===== src/sv/quadratic_root_solver_defines.svh =====
// Assertion helpers for the solver RTL.
`ifndef QUADRATIC_ROOT_SOLVER_DEFINES_SVH
`define QUADRATIC_ROOT_SOLVER_DEFINES_SVH

// Same-cycle implication, quiet while reset is asserted.
`define QRS_ASSERT_IMPLY(label, clk, rstn, ante, cons, msg) \
    label: assert property (@(posedge clk) disable iff (!rstn) (ante) |-> (cons)) \
        else $error(msg);

// Next-cycle implication, quiet while reset is asserted.
`define QRS_ASSERT_NEXT(label, clk, rstn, ante, cons, msg) \
    label: assert property (@(posedge clk) disable iff (!rstn) (ante) |=> (cons)) \
        else $error(msg);

`endif


===== src/sv/qrs_pkg.sv =====
`timescale 1ns / 1ps
`default_nettype none

package qrs_pkg;

    // root_status codes
    localparam logic [1:0] ST_NONE   = 2'd0;
    localparam logic [1:0] ST_DOUBLE = 2'd1;
    localparam logic [1:0] ST_TWO    = 2'd2;
    localparam logic [1:0] ST_DEGEN  = 2'd3;

    // Q8.8 squared gives 16 fraction bits; sqrt then yields 8 more.
    localparam int FRAC_SHIFT = 16;
    localparam int Q_SHIFT    = 8;

    // Per-word classification carried down the cell chains.
    typedef struct packed {
        logic deg;    // leading coefficient zero
        logic dneg;   // discriminant negative
        logic dzero;  // discriminant zero
    } qrs_ctl_t;

endpackage

`default_nettype wire


===== src/sv/qrs_div_cell.sv =====
`timescale 1ns / 1ps
`default_nettype none

// One quotient bit of a restoring division, two lanes sharing one divisor.
module qrs_div_cell #(
    parameter int DEN_W  = 17,
    parameter int Q_W    = 35,
    parameter int SIDE_W = 2
) (
    input  wire                   aclk,
    input  wire                   aresetn,
    input  wire                   in_valid,
    output logic                  in_ready,
    input  qrs_pkg::qrs_ctl_t     in_ctl,
    input  wire  [DEN_W-1:0]      in_den,
    input  wire  [DEN_W-1:0]      in_rem1,
    input  wire  [Q_W-1:0]        in_x1,
    input  wire  [DEN_W-1:0]      in_rem2,
    input  wire  [Q_W-1:0]        in_x2,
    input  wire  [SIDE_W-1:0]     in_side,
    output logic                  out_valid,
    input  wire                   out_ready,
    output qrs_pkg::qrs_ctl_t     out_ctl,
    output logic [DEN_W-1:0]      out_den,
    output logic [DEN_W-1:0]      out_rem1,
    output logic [Q_W-1:0]        out_x1,
    output logic [DEN_W-1:0]      out_rem2,
    output logic [Q_W-1:0]        out_x2,
    output logic [SIDE_W-1:0]     out_side
);
    import qrs_pkg::*;

    // Returns {new remainder, shifted dividend with the quotient bit in}.
    function automatic logic [DEN_W+Q_W-1:0] step(input logic [DEN_W-1:0] rem,
                                                  input logic [Q_W-1:0]   x,
                                                  input logic [DEN_W-1:0] den);
        logic [DEN_W:0]   cand;
        logic             take;
        logic [DEN_W-1:0] r;
        cand = {rem, x[Q_W-1]};
        take = (cand >= {1'b0, den});
        r    = take ? DEN_W'(cand - {1'b0, den}) : DEN_W'(cand);
        return {r, x[Q_W-2:0], take};
    endfunction

    logic                   valid_reg;
    qrs_ctl_t               ctl_reg;
    logic [DEN_W-1:0]       den_reg, rem1_reg, rem2_reg;
    logic [Q_W-1:0]         x1_reg, x2_reg;
    logic [SIDE_W-1:0]      side_reg;
    logic [DEN_W+Q_W-1:0]   lane1_next, lane2_next;

    assign lane1_next = step(in_rem1, in_x1, in_den);
    assign lane2_next = step(in_rem2, in_x2, in_den);
    assign in_ready   = !valid_reg || out_ready;

    always_ff @(posedge aclk) begin
        if (!aresetn) begin
            valid_reg <= 1'b0;
        end else if (in_ready) begin
            valid_reg <= in_valid;
        end
    end

    always_ff @(posedge aclk) begin
        if (in_ready && in_valid) begin
            ctl_reg  <= in_ctl;
            den_reg  <= in_den;
            {rem1_reg, x1_reg} <= lane1_next;
            {rem2_reg, x2_reg} <= lane2_next;
            side_reg <= in_side;
        end
    end

    assign out_valid = valid_reg;
    assign out_ctl   = ctl_reg;
    assign out_den   = den_reg;
    assign out_rem1  = rem1_reg;
    assign out_x1    = x1_reg;
    assign out_rem2  = rem2_reg;
    assign out_x2    = x2_reg;
    assign out_side  = side_reg;

endmodule

`default_nettype wire


===== config.mk =====
export PLATFORM = sky130hd
export DESIGN_NAME = qrs_div_cell
export DESIGN_NICKNAME = d
export VERILOG_FILES = /design/src/sv/quadratic_root_solver_defines.svh /design/src/sv/qrs_pkg.sv /design/src/sv/qrs_div_cell.sv
export SDC_FILE = /design/constraint.sdc
export NUM_CORES = 1
export LEC_CHECK = 0
export ABC_AREA = 1
export BUFFER_PORTS_ARGS = -buffer_cell sky130_fd_sc_hd__clkbuf_2
export CORE_MARGIN = 1
export CORE_UTILIZATION = 30
export DETAILED_ROUTE_END_ITERATION = 16
export HOLD_SLACK_MARGIN = 0.08
export PLACE_DENSITY = 0.55
export SLEW_MARGIN = 40
export SYNTH_ARGS = -nofsm -noshare
export SYNTH_HDL_FRONTEND = slang
export SYNTH_SLANG_ARGS = --single-unit

===== constraint.sdc =====
create_clock -name aclk -period 17.7 [get_ports aclk]
set_clock_uncertainty 0.1 [all_clocks]
set_input_delay 0.885 -clock aclk [delete_from_list [all_inputs] [get_ports aclk]]
set_output_delay 0.885 -clock aclk [all_outputs]
set_load 0.02 [all_outputs]

==> flow_metrics.env <==
export IMPL_initial_core_util_pct=30.59
export IMPL_grt_pass1_wl_mm=29.57
export IMPL_antenna_found_initial=1
export IMPL_setup_tns_ns=0
export IMPL_period_minus_slack_ns=2.910
export IMPL_cp_required_ns=17.65
export IMPL_worstMarginPinSlew_ns=0.6369
export IMPL_area_delta_synth_final_pct=33.60
export IMPL_routed_via_density=4.394
export IMPL_hold_buffers=0
export IMPL_ir_drop_v=0.00005055
export IMPL_synth_nets=872
export IMPL_die_area_um2=22860
export IMPL_clock_sinks=127
export IMPL_critPathKind="in -> reg"
export IMPL_ys_types=34
export IMPL_hold_viol=0
export IMPL_grt_ovfl_total=0
export IMPL_cp_max_fo=46
export IMPL_clk_pin_slew_ns=0.06
export IMPL_cts_tree="yes"
export IMPL_post_cts_buffers=0
export IMPL_startpoint_type="primary input"
export IMPL_max_slew_margin_rel_pct=57.54
export IMPL_ys_flop_type="edfxtp_1"
export IMPL_clock_fmax_mhz=343.6
export IMPL_gr_max_usage_layer="met2"
export IMPL_max_cap_viol_count=0
export IMPL_diodes=0
export IMPL_wl_per_cell_um=15.92
export IMPL_maxSlewViolCount=0
export IMPL_power_leakage_nw=4.604
export IMPL_finalSetupViolCount=0
export IMPL_io_pin_count=258
export IMPL_clock_latency_ns=0.42
export IMPL_outcome="finished, final reports clean"
export IMPL_coreArea_um2=21820
export IMPL_max_clock_path_buffers=2
export IMPL_cts_resized=0
export IMPL_fin_worst_hold_slack_ns=0.4591
export IMPL_stdcell_count=1273
export IMPL_grt_met2_usage_pct=28.33
export IMPL_firstDrtPassIters=7
export IMPL_rows=54
export IMPL_die_h_um=151.2
export IMPL_hp_class="reg -> reg"
export IMPL_synth_cells=706
export IMPL_async_flop_share_pct=0
export IMPL_grt_pass1_vias=5300
export IMPL_fin_nets=1146
export IMPL_grt_use_total_pct=17.74
export IMPL_syn_cell_area_um2=6676
export IMPL_grt_use_met1_pct=23.01
export IMPL_dp_hpwl_mm=15.90
export IMPL_num_fill_cells=2180
export IMPL_routed_wirelength_mm=20.27
export IMPL_cts_max_level=4
export IMPL_syn_area_per_cell_um2=9.457
export IMPL_ant_nets=0
export IMPL_p_per_area_nw_per_um2=102.5
export IMPL_synth_edf_count=126
export IMPL_worstPathArrival_ns=2.86
export IMPL_die_w_um=151.2
export IMPL_dp_cells=1240
export IMPL_root_buffer="clkbuf_16"
export IMPL_portBuffers=257
export IMPL_gp_congestion=0.8498
export IMPL_rsz0062_at_grt="false"
export IMPL_yosysWarnings=0
export IMPL_numCtsBuffers=17
export IMPL_fin_crit_sh_pct=16.44
export IMPL_synth_seq_cells=127
export IMPL_drt_initial_drc_count=286
export IMPL_vias=5593
export IMPL_use_met3_pct=4.307
export IMPL_grt_max_degree=47
export IMPL_drc_errors=0
export IMPL_drive_gt1_share_pct=32.73
export IMPL_end_kind="flip-flop"
export IMPL_seq_area_frac_synth_pct=56.97
[per-stage QoR]
step                setup slack, ns  total power, mW  utilization [%]  cell area [um2]
finish                        14.79           0.9143            40.87             8920
global route                  14.61           0.9564            40.87             8920
CTS                           14.71           0.9234            40.82             8909
detailed placement            14.26           0.5511            38.02             8298
global placement              13.96           0.5497            37.95             8283
floorplan                     9.956           0.4907                -             6676
[metal layers]
metal / routed length, um / part of all wire (%)
met5: 9 / 0.044
met4: 329 / 1.6
met3: 1714 / 8.5
met2: 9253 / 46
met1: 8959 / 44
[kinds of logic after synthesis]
logic type / share of synthesized area (%)
AND/OR/NAND/NOR: 24.72
buffers and inverters: 7.646
flip-flops: 56.97
adder cells (fa/ha/maj): 6.972
AO/OA/AOI/OAI: 1.855
XOR/XNOR: 1.837
[power by group]
part | switching, mW | internal (mW) | leakage (nW)
Combinational | 0.117 | 0.0591 | 3.08
Sequential | 0.00765 | 0.361 | 1.23
Clock | 0.145 | 0.224 | 0.296
Total | 0.270 | 0.644 | 4.60
[Yosys cell counts (all sizes together), types with 2 or more instances]
master,instances,area share (%)
and3,2,0.19
nand2,273,16
xnor2,2,0.26
buf,6,0.84
xor2,12,1.6
nand3,61,4.6
a21oi,20,1.6
edfxtp,126,57
nor3,5,0.54
nand4,5,0.47
nor2,28,1.9
fa,2,0.60
or2,2,0.19
ha,34,6.4
inv,121,6.8
[cells in the final DEF (no fill, tap or decap), types with 2 or more instances in the layout]
master	count
a21oi_1	18
and3_1	2
buf_4	2
bufinv_16	3
clkbuf_16	17
clkbuf_2	257
clkinv_4	4
edfxtp_1	126
fa_1	2
ha_1	34
inv_1	119
inv_2	2
inv_6	5
nand2_1	254
nand2_2	16
nand2_4	3
nand3_1	60
nand4_1	5
nor2_1	22
nor2_2	5
nor3_1	4
xnor2_1	2
xor2_1	12
[path summary, 6_finish.rpt]
path	start	endpoint	slack (ns)	cells after the start
worst min-delay path	out_valid$_SDFFE_PN0N_	out_valid$_SDFFE_PN0N_	0.46	2
worst max-delay path	out_ready	out_rem2[12]$_DFFE_PP_	14.79	5
worst min register to register	out_valid$_SDFFE_PN0N_	out_valid$_SDFFE_PN0N_	0.46	2
worst max register to register	out_valid$_SDFFE_PN0N_	out_rem2[12]$_DFFE_PP_	15.02	3
[final cells by class]
class | count | area (um2) | share of cell area, %
clock buffers | 18 | 429.2 | 4.811
clock inverters | 14 | 181.4 | 2.034
flip-flops and latches | 127 | 3804 | 42.64
inverters | 121 | 454.2 | 5.092
multi-input cells | 452 | 2374 | 26.61
repair buffers | 261 | 1328 | 14.88
well taps | 280 | 350.3 | 3.928
[flip-flops by register name (all words and copies together) (netlist names)]
signal,flops
out_ctl,3
out_valid,1
out_rem2,17
out_side,2
out_x2,35
out_x1,35
out_rem1,17
out_den,17
[critical path: stages]
cell and delay (ns):
clkbuf_2 0.07, inv_1 0.06, a21oi_4 0.52, buf_4 0.62, buf_4 0.60
(Power assumes the default switching activity.)
