===== src/sv/quadratic_root_solver_defines.svh =====
// Assertion helpers for the solver RTL.
`ifndef QUADRATIC_ROOT_SOLVER_DEFINES_SVH
`define QUADRATIC_ROOT_SOLVER_DEFINES_SVH

// Same-cycle implication, quiet while reset is asserted.
`define QRS_ASSERT_IMPLY(label, clk, rstn, ante, cons, msg) \
    label: assert property (@(posedge clk) disable iff (!rstn) (ante) |-> (cons)) \
        else $error(msg);

// Next-cycle implication, quiet while reset is asserted.
`define QRS_ASSERT_NEXT(label, clk, rstn, ante, cons, msg) \
    label: assert property (@(posedge clk) disable iff (!rstn) (ante) |=> (cons)) \
        else $error(msg);

`endif


===== src/sv/qrs_pkg.sv =====
`timescale 1ns / 1ps
`default_nettype none

package qrs_pkg;

    // root_status codes
    localparam logic [1:0] ST_NONE   = 2'd0;
    localparam logic [1:0] ST_DOUBLE = 2'd1;
    localparam logic [1:0] ST_TWO    = 2'd2;
    localparam logic [1:0] ST_DEGEN  = 2'd3;

    // Q8.8 squared gives 16 fraction bits; sqrt then yields 8 more.
    localparam int FRAC_SHIFT = 16;
    localparam int Q_SHIFT    = 8;

    // Per-word classification carried down the cell chains.
    typedef struct packed {
        logic deg;    // leading coefficient zero
        logic dneg;   // discriminant negative
        logic dzero;  // discriminant zero
    } qrs_ctl_t;

endpackage

`default_nettype wire


===== src/sv/qrs_sqrt_cell.sv =====
`timescale 1ns / 1ps
`default_nettype none

// One digit of a restoring square root: two radicand bits in, one root bit out.
module qrs_sqrt_cell #(
    parameter int ROOT_W = 25,
    parameter int RAD_W  = 50,
    parameter int SIDE_W = 32
) (
    input  wire                    aclk,
    input  wire                    aresetn,
    input  wire                    in_valid,
    output logic                   in_ready,
    input  qrs_pkg::qrs_ctl_t      in_ctl,
    input  wire  [RAD_W-1:0]       in_rad,
    input  wire  [ROOT_W+1:0]      in_rem,
    input  wire  [ROOT_W-1:0]      in_root,
    input  wire  [SIDE_W-1:0]      in_side,
    output logic                   out_valid,
    input  wire                    out_ready,
    output qrs_pkg::qrs_ctl_t      out_ctl,
    output logic [RAD_W-1:0]       out_rad,
    output logic [ROOT_W+1:0]      out_rem,
    output logic [ROOT_W-1:0]      out_root,
    output logic [SIDE_W-1:0]      out_side
);
    import qrs_pkg::*;

    localparam int REM_W = ROOT_W + 2;

    logic             valid_reg;
    qrs_ctl_t         ctl_reg;
    logic [RAD_W-1:0] rad_reg;
    logic [REM_W-1:0] rem_reg, rem_next;
    logic [ROOT_W-1:0] root_reg, root_next;
    logic [SIDE_W-1:0] side_reg;
    logic [REM_W+1:0] cand, trial;
    logic             take;

    always_comb begin
        cand      = {in_rem, in_rad[RAD_W-1 -: 2]};
        trial     = {2'b00, in_root, 2'b01};
        take      = (cand >= trial);
        rem_next  = take ? REM_W'(cand - trial) : REM_W'(cand);
        root_next = {in_root[ROOT_W-2:0], take};
    end

    assign in_ready = !valid_reg || out_ready;

    always_ff @(posedge aclk) begin
        if (!aresetn) begin
            valid_reg <= 1'b0;
        end else if (in_ready) begin
            valid_reg <= in_valid;
        end
    end

    always_ff @(posedge aclk) begin
        if (in_ready && in_valid) begin
            ctl_reg  <= in_ctl;
            rad_reg  <= {in_rad[RAD_W-3:0], 2'b00};
            rem_reg  <= rem_next;
            root_reg <= root_next;
            side_reg <= in_side;
        end
    end

    assign out_valid = valid_reg;
    assign out_ctl   = ctl_reg;
    assign out_rad   = rad_reg;
    assign out_rem   = rem_reg;
    assign out_root  = root_reg;
    assign out_side  = side_reg;

endmodule

`default_nettype wire


===== config.mk =====
export PLATFORM = sky130hd
export DESIGN_NAME = qrs_sqrt_cell
export DESIGN_NICKNAME = d
export VERILOG_FILES = /design/src/sv/quadratic_root_solver_defines.svh /design/src/sv/qrs_pkg.sv /design/src/sv/qrs_sqrt_cell.sv
export SDC_FILE = /design/constraint.sdc
export NUM_CORES = 1
export LEC_CHECK = 0
export BUFFER_PORTS_ARGS = -buffer_cell sky130_fd_sc_hd__buf_2
export CAP_MARGIN = 10
export CELL_PAD_IN_SITES_DETAIL_PLACEMENT = 0
export CELL_PAD_IN_SITES_GLOBAL_PLACEMENT = 1
export CORE_ASPECT_RATIO = 0.9
export CORE_MARGIN = 3
export CORE_UTILIZATION = 35
export DETAILED_ROUTE_END_ITERATION = 7
export GPL_ROUTABILITY_DRIVEN = 0
export PLACE_DENSITY = 0.75
export SKIP_CTS_REPAIR_TIMING = 1
export SLEW_MARGIN = 20
export SYNTH_ARGS = -nofsm -noshare
export SYNTH_HDL_FRONTEND = slang
export SYNTH_SLANG_ARGS = --single-unit
export TNS_END_PERCENT = 30

===== constraint.sdc =====
create_clock -name aclk -period 5.3 [get_ports aclk]
set_input_delay 1.06 -clock aclk [delete_from_list [all_inputs] [get_ports aclk]]
set_output_delay 1.06 -clock aclk [all_outputs]
set_load 0.02 [all_outputs]

==> impl_metrics.json, run 1 <==
{
  "status": "finished clean",
  "clock_sink_count": 136,
  "fin_area_sq_um": 8280,
  "cts_made_buffers": 17,
  "synth_warnings": 0,
  "fp.dieArea_sq_um": 19000,
  "portBuffers": 277,
  "rsz0062_at_grt": "false",
  "path_clk_slew_ns": 0.06,
  "drive_gt1_frac": 0.491,
  "grt_pass1_wl_microns": 23400,
  "reg2reg_slack_ns": 3.49,
  "grt_overflow": 0,
  "cts_root_buf": "clkbuf_16",
  "cts_tree": "done",
  "max_cap_violations": 0,
  "whs_path_depth": 2,
  "fmax_ghz": 0.274,
  "tightest_slew_ns": 0.621,
  "drt_wl_total_microns": 16500,
  "synth_common_cells": "edfxtp_1, inv_1, ha_1",
  "stdcell_count": 938,
  "pwr-share-clk": 0.393,
  "wl_per_cell_microns": 17.6,
  "criticalPathCategory": "input pin to flip-flop",
  "grt_max_degree": 112,
  "yosysMostFrequentCell": "edfxtp_1",
  "critPathLaunchType": "input pin",
  "clk_latency_ns": 0.42,
  "tns_ns": 0,
  "die_x_microns": 145,
  "final_util": 0.489,
  "slew_viol_final": 0,
  "synth_top_area_share": 0.667,
  "crit_arrival_ns": 3.81,
  "end_kind": "flip-flop",
  "netSwitchingPower_uw": 813,
  "vdd_drop_max_v": 0.000220,
  "whs_endpoint": "out_valid$_SDFFE_PN0N_",
  "routed_via_density": 4.68,
  "fin_crit_ns": 3.65,
  "drtIter0Drc": 245,
  "place_inst": 906,
  "intPower_mw": 2.21,
  "avgSynthCellArea_sq_um": 15.1,
  "r2r_end": "out_root[8]$_DFFE_PP_",
  "dp_slack_ns": 1.20,
  "synthFlopType": "edfxtp_1",
  "cts.path.max_buffers": 2,
  "power_mw": 3.02,
  "insertedDiodeCount": 0,
  "die_h_microns": 131,
  "hpwl_microns": 12900,
  "fin_ws_ns": 1.65,
  "path_max_fanout": 15,
  "slowest_stage": "mux2_2",
  "fin_crit_sh": 0.689,
  "powerDensity_nw_per_um2": 365,
  "nFillCells": 1547,
  "synth_area_sq_um": 6080,
  "power_frac_seq": 0.431,
  "min_from": "out_valid$_SDFFE_PN0N_",
  "reg2reg_depth": 3,
  "timing.rr.start": "out_valid$_SDFFE_PN0N_",
  "ioPinCount": 280,
  "combPwrFrac": 0.175,
  "row_count": 45,
  "synthCells": 403,
  "syn_to_final_growth_pct": 36.3,
  "hold_viol_final": 0,
  "required_ns": 5.46,
  "placed_area_sq_um": 7690,
  "final-setup-viol-count": 0,
  "synth_edf_count": 135,
  "ys_top_cells_by_area": "edfxtp_1, ha_1, mux2_4",
  "p_sw_frac": 0.269,
  "ys_seq_elements": 136,
  "yosys.area.top_type": "edfxtp_1",
  "h-tree-depth": 4,
  "nets": 858,
  "drt_pass1_iterations": 7,
  "ant_nets": 0,
  "drc": 0,
  "p_leak_nw": 3.70,
  "crit_path_max_incr_delay_ns": 0.38,
  "antenna_found_initial": 2,
  "ys_types": 54,
  "fp.coreArea_sq_um": 16900,
  "crit_chain": "buf_2 -> inv_1 -> ha_1 -> o21ai_1 -> a22oi_1 -> a21oi_2 -> o31ai_2 -> a41oi_2 -> o31ai_1 -> a2111o_1 -> buf_4 -> mux2_2",
  "via_count": 4392,
  "finClkSkew_ns": 0.00654,
  "initial_core_util": 0.359,
  "grt_usage": 0.165,
  "max_slew_margin": 0.586,
  "synth-seq-area-share": 0.671,
  "grt_pass1_vias": 4229,
  "synthArstFlopShare": 0,
  "whs_ns": 0.575,
  "hold_path_class": "flip-flop to flip-flop"
}
==> logic make-up (layout without fill, tap and decap cells) <==
kind of cell             count (synthesis)  in the layout  share of synthesized area
flip-flops                             136            136                      0.671
AO/OA/AOI/OAI                           78             78                     0.0892
AND/OR/NAND/NOR                         56             56                     0.0484
buffers and inverters                   54            353                     0.0428
adder cells (fa/ha/maj)                 27             27                     0.0556
multiplexers                            26             26                     0.0568
XOR/XNOR                                25             25                     0.0360
other                                    1              2                   0.000617
==> flip-flops by register name, summed over array words and instances, names as in the netlist <==
signal / flops
out_rad: 48
out_side: 32
out_rem: 27
out_root: 25
out_ctl: 3
out_valid: 1
==> layout by cell type (no fill, tap or decap), drive strengths merged, types with 4 or more instances in the layout <==
| master | Yosys | routed |
|---|---|---|
| nor2 | 13 | 13 |
| a21o | 7 | 7 |
| and2 | 4 | 4 |
| inv | 41 | 49 |
| a21oi | 26 | 26 |
| nand2 | 12 | 12 |
| ha | 27 | 27 |
| edfxtp | 135 | 135 |
| xnor2 | 17 | 17 |
| o21bai | 5 | 5 |
| xor2 | 8 | 8 |
| nand2b | 5 | 5 |
| clkbuf | 5 | 18 |
| buf | 8 | 280 |
| nand4 | 9 | 9 |
| o21ai | 10 | 10 |
| mux2 | 23 | 23 |
==> worst max-delay path: cells and delay by family <==
| family | cells | cell delay [ns] |
|---|---|---|
| buf+inv | 3 | 0.40 |
| mux | 1 | 0.38 |
| fa+ha+maj | 1 | 0.33 |
| compound gates | 7 | 1.64 |
==> power by group through the flow <==
| stage | clock network [mW] | registers (mW) | logic, mW |
|---|---|---|---|
| finish | 1.19 | 1.30 | 0.530 |
| global route | 1.27 | 1.31 | 0.576 |
| CTS | 1.22 | 1.30 | 0.538 |
| detailed placement | 0 | 1.33 | 0.535 |
| global placement | 0 | 1.33 | 0.527 |
| floorplan | 0 | 1.44 | 0.244 |
==> layout make-up <==
| type | instances | area, sq um | area share |
|---|---|---|---|
| inverters | 41 | 154 | 0.0186 |
| repair buffers | 280 | 1420 | 0.172 |
| clock inverters | 14 | 161 | 0.0195 |
| flip-flops and latches | 136 | 4070 | 0.492 |
| clock buffers | 18 | 429 | 0.0518 |
| multi-input cells | 214 | 1750 | 0.211 |
| well taps | 235 | 294 | 0.0355 |
==> routing by layer <==
layer | global-route usage | wire length [microns]
met5 | 0 | 27
met4 | 0.0554 | 269
met3 | 0.0619 | 1630
met2 | 0.290 | 8200
met1 | 0.186 | 6420
==> worst max-delay path by stage <==
stage / to / cells past startpoint / from
2_1_floorplan: out_ctl[0]$_DFFE_PP_ / 2 / out_ready
4_1_cts: out_rem[26]$_DFFE_PP_ / 12 / in_root[0]
3_3_place_gp: out_rem[26]$_DFFE_PP_ / 12 / in_root[0]
5_1_grt: out_rem[26]$_DFFE_PP_ / 12 / in_root[0]
6_report: out_rem[26]$_DFFE_PP_ / 12 / in_root[0]
3_5_place_dp: out_rem[26]$_DFFE_PP_ / 12 / in_root[0]
(Power assumes the default switching activity.)
==> inputs of run 2 (changes only) <==
==> constraint.sdc (replaced) <==
create_clock -name aclk -period 3.4 [get_ports aclk]
set_input_delay 0.68 -clock aclk [delete_from_list [all_inputs] [get_ports aclk]]
set_output_delay 0.68 -clock aclk [all_outputs]
set_load 0.02 [all_outputs]
==> run 2 against run 1 <==
Effect of this change: sequential share of layout area decreased by 1.9 points; design area increased by 4.1%; routed wire length increased by 1.6%; worst setup slack got worse by 1.2 ns; non-clock buffer count increased by 45; critical path type unchanged; largest power group unchanged.
==> impl_metrics.json, run 2 (synthesized netlist as in run 1, its figures left out) <==
{
  "fin_crit_sh": 0.879,
  "drtIter0Drc": 160,
  "use_met2": 0.295,
  "rsz0062_at_grt": "false",
  "antenna_found_initial": 3,
  "max_cap_violations": 0,
  "intPower_mw": 3.42,
  "min_from": "in_rad[28]",
  "vdd_drop_max_v": 0.000327,
  "hold_viol_final": 0,
  "fmax_ghz": 0.335,
  "p_leak_nw": 3.93,
  "layout_commonest_cell": "buf_2",
  "tightest_slew_ns": 0.501,
  "clk_latency_ns": 0.42,
  "drive_gt1_frac": 0.523,
  "drc": 0,
  "power_mw": 4.70,
  "path_clk_slew_ns": 0.06,
  "powerDensity_nw_per_um2": 546,
  "hold_path_class": "input pin to flip-flop",
  "die_x_microns": 145,
  "required_ns": 3.57,
  "dp_slack_ns": -0.0368,
  "insertedDiodeCount": 0,
  "final-setup-viol-count": 0,
  "cts_tree": "done",
  "cts_made_buffers": 17,
  "use_met3": 0.0579,
  "fin_crit_ns": 2.99,
  "cts_root_buf": "clkbuf_16",
  "largest_reg_flops": 48,
  "pwr-share-clk": 0.378,
  "fin_area_sq_um": 8620,
  "portBuffers": 277,
  "nets": 903,
  "h-tree-depth": 4,
  "path_max_fanout": 13,
  "fp.coreArea_sq_um": 16900,
  "max_slew_margin": 0.666,
  "final_util": 0.509,
  "slew_viol_final": 0,
  "crit_arrival_ns": 3.16,
  "power_frac_seq": 0.432,
  "p_sw_frac": 0.273,
  "wl_per_cell_microns": 17.1,
  "met1_usage": 0.192,
  "critPathLaunchType": "input pin",
  "fp.dieArea_sq_um": 19000,
  "whs_ns": 0.434,
  "ant_nets": 0,
  "drt_wl_total_microns": 16800,
  "grt_pass1_vias": 4545,
  "combPwrFrac": 0.190,
  "placed_area_sq_um": 8050,
  "cts.path.max_buffers": 2,
  "clock_sink_count": 136,
  "grt_pass1_wl_microns": 24100,
  "row_count": 45,
  "ioPinCount": 280,
  "initial_core_util": 0.359,
  "startpoint": "in_rem[20]",
  "final_cell_mix": "buf_2, edfxtp_1, buf_4",
  "end_kind": "flip-flop",
  "finClkSkew_ns": 0.00613,
  "timing.rr.start": "out_valid$_SDFFE_PN0N_",
  "grt_max_degree": 46,
  "drt_pass1_iterations": 4,
  "grt_usage": 0.168,
  "status": "finished clean",
  "via_count": 4566,
  "netSwitchingPower_mw": 1.29,
  "syn_to_final_growth_pct": 41.9,
  "criticalPathCategory": "input pin to flip-flop",
  "hpwl_microns": 13200,
  "die_h_microns": 131,
  "grt_overflow": 0,
  "grt-busiest-layer": "met2",
  "fin_ws_ns": 0.411,
  "routed_via_density": 4.64
}
run 2: layout make-up:
cell class | instances | area [sq um]
Inverter | 41 | 154
Clock buffer | 17 | 425
Multi-Input combinational cell | 214 | 1750
Fill cell | 1533 | 8330
Sequential cell | 136 | 4070
Tap cell | 235 | 294
Timing Repair Buffer | 325 | 1780
Clock inverter | 15 | 143
run 2: layer usage:
metal | part of all wire | wire, microns
met3 | 0.085 | 1420
met2 | 0.51 | 8520
met5 | 0.0024 | 40
met1 | 0.39 | 6520
met4 | 0.018 | 301
run 2: critical path: stages:
cell and delay, ns:
buf_2 0.11, ha_1 0.30, a21o_1 0.16, a21o_1 0.17
a21oi_1 0.26, inv_1 0.13, a221oi_2 0.24, o31ai_1 0.10
a2111o_1 0.50, buf_12 0.19, mux2_4 0.30
run 2: final timing paths:
path	slack (ns)	endpoint	cells past startpoint
worst min-delay path	0.43	out_rad[30]$_DFFE_PP_	1
worst max-delay path	0.41	out_rem[14]$_DFFE_PP_	11
worst min register to register	0.54	out_valid$_SDFFE_PN0N_	2
worst max register to register	1.72	out_rem[11]$_DFFE_PP_	3
run 2: power groups by stage:
stage / logic (mW) / clock network (mW) / registers [mW]
final: 0.895 / 1.78 / 2.03
after global routing: 0.977 / 1.89 / 2.05
after CTS: 0.907 / 1.82 / 2.03
after detailed placement: 0.903 / 0 / 2.07
after global placement: 0.892 / 0 / 2.07
after floorplan: 0.381 / 0 / 2.23
run 2: through the flow:
step / TNS, ns / instances
after floorplan: 0 / 404
after global placement: -0.127 / 951
after detailed placement: -0.619 / 951
after CTS: 0 / 983
after global routing: 0 / 983
final: 0 / 983
==> inputs of run 3 (changes only) <==
--- a/config.mk
+++ b/config.mk
@@ -5,7 +5,8 @@
 export SDC_FILE = /design/constraint.sdc
 export NUM_CORES = 1
 export LEC_CHECK = 0
-export BUFFER_PORTS_ARGS = -buffer_cell sky130_fd_sc_hd__buf_2
+export ABC_CLOCK_PERIOD_IN_PS = 3400
+export BUFFER_PORTS_ARGS = -buffer_cell sky130_fd_sc_hd__buf_4
 export CAP_MARGIN = 10
 export CELL_PAD_IN_SITES_DETAIL_PLACEMENT = 0
 export CELL_PAD_IN_SITES_GLOBAL_PLACEMENT = 1
==> run 3 against run 2 <==
Effect of this change: first-iteration DRC count grew 63%; clock power grew 2%; routed wire length grew 2.5%; largest cell class unchanged; clock skew is essentially flat; critical path depth is the same; critical endpoint is now out_rem[26]$_DFFE_PP_.
==> impl_metrics.json, run 3 (synthesized netlist as in run 1, its figures left out) <==
{
  "p_sw_frac": 0.272,
  "row_count": 45,
  "rsz0062_at_grt": "false",
  "cts_made_buffers": 17,
  "cts.path.max_buffers": 2,
  "initial_core_util": 0.359,
  "die_h_microns": 131,
  "finClkSkew_ns": 0.00637,
  "cp-endpoint": "out_rem[26]$_DFFE_PP_",
  "portBuffers": 277,
  "hold_viol_final": 0,
  "routed_via_density": 4.59,
  "fin_crit_ns": 3.05,
  "p_leak_nw": 4.18,
  "drtIter0Drc": 261,
  "intPower_mw": 3.55,
  "grt_usage": 0.174,
  "nFillCells": 1438,
  "fin_area_sq_um": 9350,
  "required_ns": 3.57,
  "max_cap_violations": 0,
  "ioPinCount": 280,
  "via_count": 4520,
  "powerDensity_nw_per_um2": 521,
  "stdcell_count": 984,
  "h-tree-depth": 4,
  "r2r_end": "out_rem[5]$_DFFE_PP_",
  "grt_pass1_wl_microns": 25100,
  "vdd_drop_max_v": 0.000337,
  "whs_ns": 0.438,
  "reg2reg_depth": 3,
  "cts_tree": "done",
  "final-setup-viol-count": 0,
  "path_max_fanout": 13,
  "regArea_sq_um": 4070,
  "crit_arrival_ns": 3.22,
  "status": "finished clean",
  "criticalPathCategory": "input pin to flip-flop",
  "multi_input_area_sq_um": 1750,
  "drt_wl_total_microns": 17200,
  "grt_max_degree": 52,
  "drive_gt1_frac": 0.522,
  "grt_overflow": 0,
  "final_cell_mix": "buf_4, edfxtp_1, inv_1",
  "drt_pass1_iterations": 4,
  "ant_nets": 0,
  "die_x_microns": 145,
  "antenna_found_initial": 1,
  "whs_path_depth": 1,
  "cts_root_buf": "clkbuf_16",
  "placed_area_sq_um": 8770,
  "hpwl_microns": 13600,
  "largest_reg_flops": 48,
  "grt_pass1_vias": 4701,
  "insertedDiodeCount": 0,
  "hold_path_class": "input pin to flip-flop",
  "clk_latency_ns": 0.41,
  "combPwrFrac": 0.207,
  "fp.dieArea_sq_um": 19000,
  "fp.coreArea_sq_um": 16900,
  "layout_commonest_cell": "buf_4",
  "netSwitchingPower_mw": 1.32,
  "nets": 904,
  "slew_viol_final": 0,
  "min_from": "in_rad[47]",
  "drc": 0,
  "power_frac_seq": 0.419,
  "pwr-share-clk": 0.375,
  "reg2reg_slack_ns": 1.68,
  "clock_sink_count": 136,
  "end_kind": "flip-flop",
  "fmax_ghz": 0.328,
  "place_inst": 952,
  "fin_crit_sh": 0.897,
  "syn_to_final_growth_pct": 53.8,
  "tightest_slew_ns": 0.680,
  "tns_ns": 0,
  "critPathLaunchType": "input pin",
  "path_clk_slew_ns": 0.06,
  "startpoint": "in_rem[0]",
  "timing.rr.start": "out_valid$_SDFFE_PN0N_",
  "max_slew_margin": 0.547,
  "wl_per_cell_microns": 17.5
}
run 3: changes by cell type in the layout (fill, tap and decap cells not counted), sizes merged:
cell / delta
buf: +1
clkinv: -4
inv: +4
run 3: power groups by stage:
| stage | clock [mW] | combinational [mW] | sequential (mW) |
|---|---|---|---|
| floorplan | 0 | 0.381 | 2.23 |
| global placement | 0 | 1.01 | 2.07 |
| detailed placement | 0 | 1.02 | 2.08 |
| CTS | 1.87 | 1.02 | 2.04 |
| global route | 1.94 | 1.09 | 2.05 |
| finish | 1.82 | 1.01 | 2.04 |
run 3: cell type report:
| type | count | share of cell area |
|---|---|---|
| clock buffers | 17 | 0.0455 |
| clock inverters | 15 | 0.0165 |
| inverters | 41 | 0.0165 |
| multi-input cells | 214 | 0.187 |
| flip-flops and latches | 136 | 0.436 |
| well taps | 235 | 0.0315 |
| repair buffers | 326 | 0.267 |
run 3: stage by stage:
step,power (mW),setup WS (ns),utilization
floorplan,2.61,0.0436,-
global placement,3.08,-0.0172,0.517
detailed placement,3.09,-0.121,0.517
CTS,4.93,0.331,0.551
global route,5.08,0.140,0.551
finish,4.87,0.349,0.551
run 3: how the worst min path moves through the flow:
stage	slack [ns]	endpoint
finish	0.44	out_rad[49]$_DFFE_PP_
global route	0.41	out_rad[16]$_DFFE_PP_
CTS	0.42	out_rad[49]$_DFFE_PP_
detailed placement	0.54	out_valid$_SDFFE_PN0N_
global placement	0.53	out_valid$_SDFFE_PN0N_
floorplan	0.75	out_valid$_SDFFE_PN0N_
run 3: critical path: stages:
cell and delay (ns):
buf_4 0.11, ha_1 0.28, o21ai_1 0.09, a22oi_1 0.31, a21oi_2 0.12, o31ai_2 0.33, a41oi_2 0.17, o31ai_1 0.28
a2111o_1 0.30, buf_12 0.20, mux2_2 0.34
run 3: layer usage:
metal	GRT usage	share of wire	up-vias
met2	0.309	0.51	191
met5	0	0.00075	-
met3	0.0688	0.089	23
li1	-	-	2180
met4	0.0450	0.014	2
met1	0.196	0.39	2124
